`config.mk`:
```
export PLATFORM = sky130hd
export DESIGN_NAME = pbi_div
export DESIGN_NICKNAME = d
export VERILOG_FILES = /design/src/rtl/pbi_pkg.sv /design/src/rtl/pbi_div.sv
export SDC_FILE = /design/constraint.sdc
export NUM_CORES = 1
export LEC_CHECK = 0
export CORE_UTILIZATION = 35
export CTS_BUF_LIST = sky130_fd_sc_hd__clkbuf_8
export DETAILED_ROUTE_END_ITERATION = 7
export DONT_BUFFER_PORTS = 1
export PLACE_DENSITY = 0.54
export SLEW_MARGIN = 25
export SYNTH_ARGS = -nofsm -noshare
export SYNTH_HDL_FRONTEND = slang
export SYNTH_SLANG_ARGS = --single-unit
```
`constraint.sdc`:
```
create_clock -name clk -period 2.6 [get_ports clk]
set_input_delay 0.39 -clock clk [delete_from_list [all_inputs] [get_ports clk]]
set_output_delay 0.39 -clock clk [all_outputs]
set_load 0.02 [all_outputs]
```
`src/rtl/pbi_pkg.sv`:
```
// Package for the padded bucket index builder.
// Request, status and config codes, sizes, divider types, a coordinate helper.
// Has no dependencies.
`default_nettype none

package pbi_pkg;

	localparam int MAX_OBJECTS = 1024;
	localparam int MAX_BUCKETS = 1024;
	localparam int MAX_CELLS   = 4096;
	localparam int COORD_W     = 24;
	localparam int DIV_W       = 25;

	typedef enum logic [1:0] {
		REQ_ADD      = 2'd0,
		REQ_FINALIZE = 2'd1,
		REQ_READ_ROW = 2'd2,
		REQ_READ_CELL = 2'd3
	} req_t;

	typedef enum logic [1:0] {
		ST_OK    = 2'd0,
		ST_FULL  = 2'd1,
		ST_OVFL  = 2'd2,
		ST_RANGE = 2'd3
	} status_t;

	typedef enum logic [1:0] {
		CFG_BUCKET_WIDTH = 2'd0,
		CFG_BLOCK_SIZE   = 2'd1,
		CFG_LENGTH       = 2'd2,
		CFG_NONE         = 2'd3
	} cfg_idx_t;

	typedef struct packed {
		logic             start;
		logic [DIV_W-1:0] dividend;
		logic [15:0]      divisor;
	} div_req_t;

	typedef struct packed {
		logic             done;
		logic [DIV_W-1:0] quotient;
	} div_rsp_t;

	function automatic logic [COORD_W-1:0] sat_coord(input logic signed [COORD_W+1:0] v);
		if (v > 26'sd8388607)
			return 24'h7FFFFF;
		else if (v < -26'sd8388608)
			return 24'h800000;
		else
			return v[COORD_W-1:0];
	endfunction

endpackage

`default_nettype wire

```
`src/rtl/pbi_div.sv`:
```
// Restoring unsigned divider, one quotient bit per cycle.
// Uses pbi_pkg for the request and response types.
`default_nettype none

module pbi_div
	import pbi_pkg::*;
(
	input  wire logic     clk,
	input  wire logic     arst_n,
	input  wire div_req_t req,
	output div_rsp_t      rsp
);

	logic             busy_q;
	logic             done_q;
	logic [4:0]       cnt_q;
	logic [15:0]      rem_q;
	logic [15:0]      dsr_q;
	logic [DIV_W-1:0] dvd_q;
	logic [16:0]      trial;
	logic [16:0]      diff;
	logic             ge;

	assign trial = {rem_q, dvd_q[DIV_W-1]};
	assign diff  = trial - {1'b0, dsr_q};
	assign ge    = trial >= {1'b0, dsr_q};

	always_ff @(posedge clk or negedge arst_n) begin
		if (!arst_n) begin
			busy_q <= 1'b0;
			done_q <= 1'b0;
			cnt_q  <= '0;
		end else begin
			done_q <= 1'b0;
			if (req.start) begin
				busy_q <= 1'b1;
				cnt_q  <= '0;
			end else if (busy_q) begin
				cnt_q <= cnt_q + 5'd1;
				if (cnt_q == 5'(DIV_W - 1)) begin
					busy_q <= 1'b0;
					done_q <= 1'b1;
				end
			end
		end
	end

	always_ff @(posedge clk) begin
		if (req.start) begin
			rem_q <= '0;
			dsr_q <= req.divisor;
			dvd_q <= req.dividend;
		end else if (busy_q) begin
			rem_q <= ge ? diff[15:0] : trial[15:0];
			dvd_q <= {dvd_q[DIV_W-2:0], ge};
		end
	end

	assign rsp.done     = done_q;
	assign rsp.quotient = dvd_q;

endmodule

`default_nettype wire

```
==> flow_metrics.py <==
metrics = {
    "min_path": {
        "hold_start": "req[41]",
        "hp-class": "in2reg",
        "hold_end": "rem_q[5]",
        "min_path_cells": 1,
    },
    "detailed_routing": {
        "drt-pass1-iter-count": 4,
        "routed_wl_um": 8060,
        "drc": 0,
        "drt_iter0_drc": 107,
        "ant_nets": 0,
        "wl_per_cell_um": 16.5,
        "route.vias.total": 2577,
        "viasPerCell": 5.28,
    },
    "finish": {
        "fin_area_mm2": 0.00418,
        "antenna_cells": 0,
        "drive_gt1_frac": 0.208,
        "layout.cells.non_filler": 488,
        "final_cell_mix": "edfxtp_1, nor2_1, inv_1, mux2_2, a21oi_1",
        "syn2layout_area_growth_pct": 16.2,
        "final_common_cell": "edfxtp_1",
        "fin_nets": 413,
    },
    "global_routing": {
        "grt_pass1_wl_um": 13000,
        "grt_max_degree": 66,
        "grt-ovfl-total": 0,
        "grt_use_total": 0.163,
        "antenna_found_initial": 0,
        "grt_pass1_vias": 2575,
    },
    "sta": {
        "fin_skew_ns": 0.0126,
        "period_share": 0.964,
        "slew_violations": 0,
        "hold_viol": 0,
        "slew_headroom": 0.689,
        "tightest_slew_ns": 0.461,
        "setup_violations": 0,
        "period_minus_slack_ns": 2.51,
        "max_freq_ghz": 0.399,
        "rsz0062_at_grt": "true",
    },
    "power": {
        "p_leak_nw": 1.64,
        "ir_worst_vdd_mv": 0.336,
        "power_density_mw_per_mm2": 605,
    },
    "setup_path": {
        "reg2reg_to": "rem_q[14]",
        "endpoint_kind": "register",
        "ff2ff_setup_slack_ns": 0.09,
        "r2r_start": "dsr_q[9]",
        "reg2reg_depth": 9,
        "crit_arrival_ns": 2.76,
        "path_class": "reg2reg",
        "critPathRequiredTime_ns": 2.85,
        "startpoint_type": "register",
        "cp_max_fo": 7,
    },
    "clock_network": {
        "clock-root-buffer": "clkbuf_8",
        "htreeDepth": 3,
        "clock_latency_ns": 0.36,
        "path_clk_slew_ns": 0.08,
        "clock_sinks": 64,
        "cts_buffer_depth": 2,
        "cts_tree": "yes",
        "cts_buffers": 9,
    },
    "synth": {
        "yosys_register_bits": 64,
        "synth_area_mm2": 0.00360,
        "ys.flop_type": "edfxtp_1",
        "synth_cells": 337,
        "syn-num-nets": 400,
        "yosysUniqueCellTypes": 56,
        "yosysWarnings": 0,
        "syn_avg_cell_area_um2": 10.7,
        "synth_seq_area_share": 0.480,
        "synth_top_area_share": 0.342,
        "synth_async_sr_flop_share": 0.109,
        "yosysTopAreaCell": "edfxtp_1",
        "synth_edf_count": 41,
        "ys_top_cells_by_area": "edfxtp_1, dfxtp_1, mux2_2",
    },
    "placed_design": {
        "dp_cells": 469,
        "placed_area_mm2": 0.00381,
        "io_buffers": 0,
        "gp_congestion": 0.858,
        "dp_hpwl_um": 5450,
    },
    "die": {
        "core_area_mm2": 0.00986,
        "die_w_um": 103,
        "rows": 36,
        "ios": 70,
        "start_util": 0.365,
        "die_h_um": 103,
        "die-area_mm2": 0.0107,
    },
    "job": {
        "maxCapViolCount": 0,
    },
    "outcome": {
        "status": "completed",
    },
}
synth_stat cells, types with 3 or more instances:
cell,n
o21ai_1,4
clkbuf_1,9
ha_1,18
a21oi_1,19
o21a_1,3
nor2_1,31
inv_1,26
edfxtp_1,41
nand4_1,5
a211oi_1,9
nand2b_1,10
o21bai_1,3
buf_2,4
xor2_1,5
a21o_1,3
nand3_1,8
dfrtp_1,7
a311oi_1,5
mux2i_1,7
and3_1,4
nor3_1,6
dfxtp_1,16
xnor2_1,6
o21ai_0,9
nand2_1,15
mux2_2,26
o211ai_1,3
per-stage QoR:
stage | power, mW | hold slack (ns) | worst slack (ns) | TNS (ns) | util
6_report | 2.53 | 0.112 | 0.0924 | 0 | 0.424
5_1_grt | 2.63 | 0.0971 | -0.00828 | -0.00972 | 0.424
3_5_place_dp | 1.52 | 0.0946 | 0.0520 | 0 | 0.386
4_1_cts | 2.55 | 0.0790 | 0.0240 | 0 | 0.410
3_3_place_gp | 1.52 | 0.0946 | 0.107 | 0 | 0.386
2_1_floorplan | 1.46 | 0.0944 | 0.169 | 0 | -
critical path, stage by stage, from the launching register on:
cell and delay [ns]:
edfxtp_1 0.33, inv_1 0.04, ha_1 0.28, nand4_1 0.18, or4_1 0.52, and4_4 0.18
a31oi_4 0.34, buf_6 0.18, nor3_1 0.05, a311o_1 0.30
cells by family (layout without fill, tap and decap cells):
| family | count (synthesis) | in the layout | share of synthesized area |
|---|---|---|---|
| XOR/XNOR | 11 | 11 | 0.0268 |
| flip-flops | 64 | 64 | 0.480 |
| buffers and inverters | 45 | 63 | 0.0528 |
| AO/OA/AOI/OAI | 76 | 76 | 0.147 |
| AND/OR/NAND/NOR | 89 | 89 | 0.124 |
| multiplexers | 33 | 33 | 0.101 |
| adder cells (fa/ha/maj) | 19 | 19 | 0.0682 |
layer usage:
metal,vias up,share of wire,track usage
li1,1267,-,-
met4,0,0.015,0.0650
met2,73,0.45,0.249
met1,1227,0.46,0.212
met3,10,0.074,0.0565
met5,-,0,0
registers in the layout, indices dropped and copies added, names as in the netlist:
register	count
cnt_q	5
rem_q	16
busy_q	1
done_q	1
dsr_q	16
dvd_q	25
worst max-delay path by stage:
| stage | startpoint | endpoint | slack (ns) | cells past startpoint |
|---|---|---|---|---|
| 3_5_place_dp | dsr_q[6] | rem_q[7] | 0.05 | 9 |
| 2_1_floorplan | dvd_q[24] | rem_q[14] | 0.17 | 9 |
| 6_report | dsr_q[9] | rem_q[14] | 0.09 | 9 |
| 3_3_place_gp | dsr_q[6] | rem_q[11] | 0.11 | 9 |
| 4_1_cts | dsr_q[6] | rem_q[7] | 0.02 | 9 |
| 5_1_grt | dsr_q[7] | rem_q[9] | -0.008 | 9 |
power by group:
part / internal, mW / total (mW) / switching (mW)
Combinational: 0.134 / 0.261 / 0.127
Sequential: 1.16 / 1.25 / 0.0897
Clock: 0.550 / 1.02 / 0.467
area by class of cell:
class / instances / area (um2)
inverter: 26 / 97.6
timing repair buffer: 21 / 193
fill: 928 / 5680
tap: 133 / 166
multi-input combinational: 228 / 1770
clock buffer: 9 / 124
clock inverter: 7 / 103
sequential: 64 / 1730
timing repair:
item / in CTS / in global routing
setup endpoints to repair: 0 / 9
hold buffers: 1 / 0
hold endpoints to repair: 7 / 0
gates resized for setup: 0 / 16
buffers inserted: 0 / 1
(Power assumes the default switching activity.)
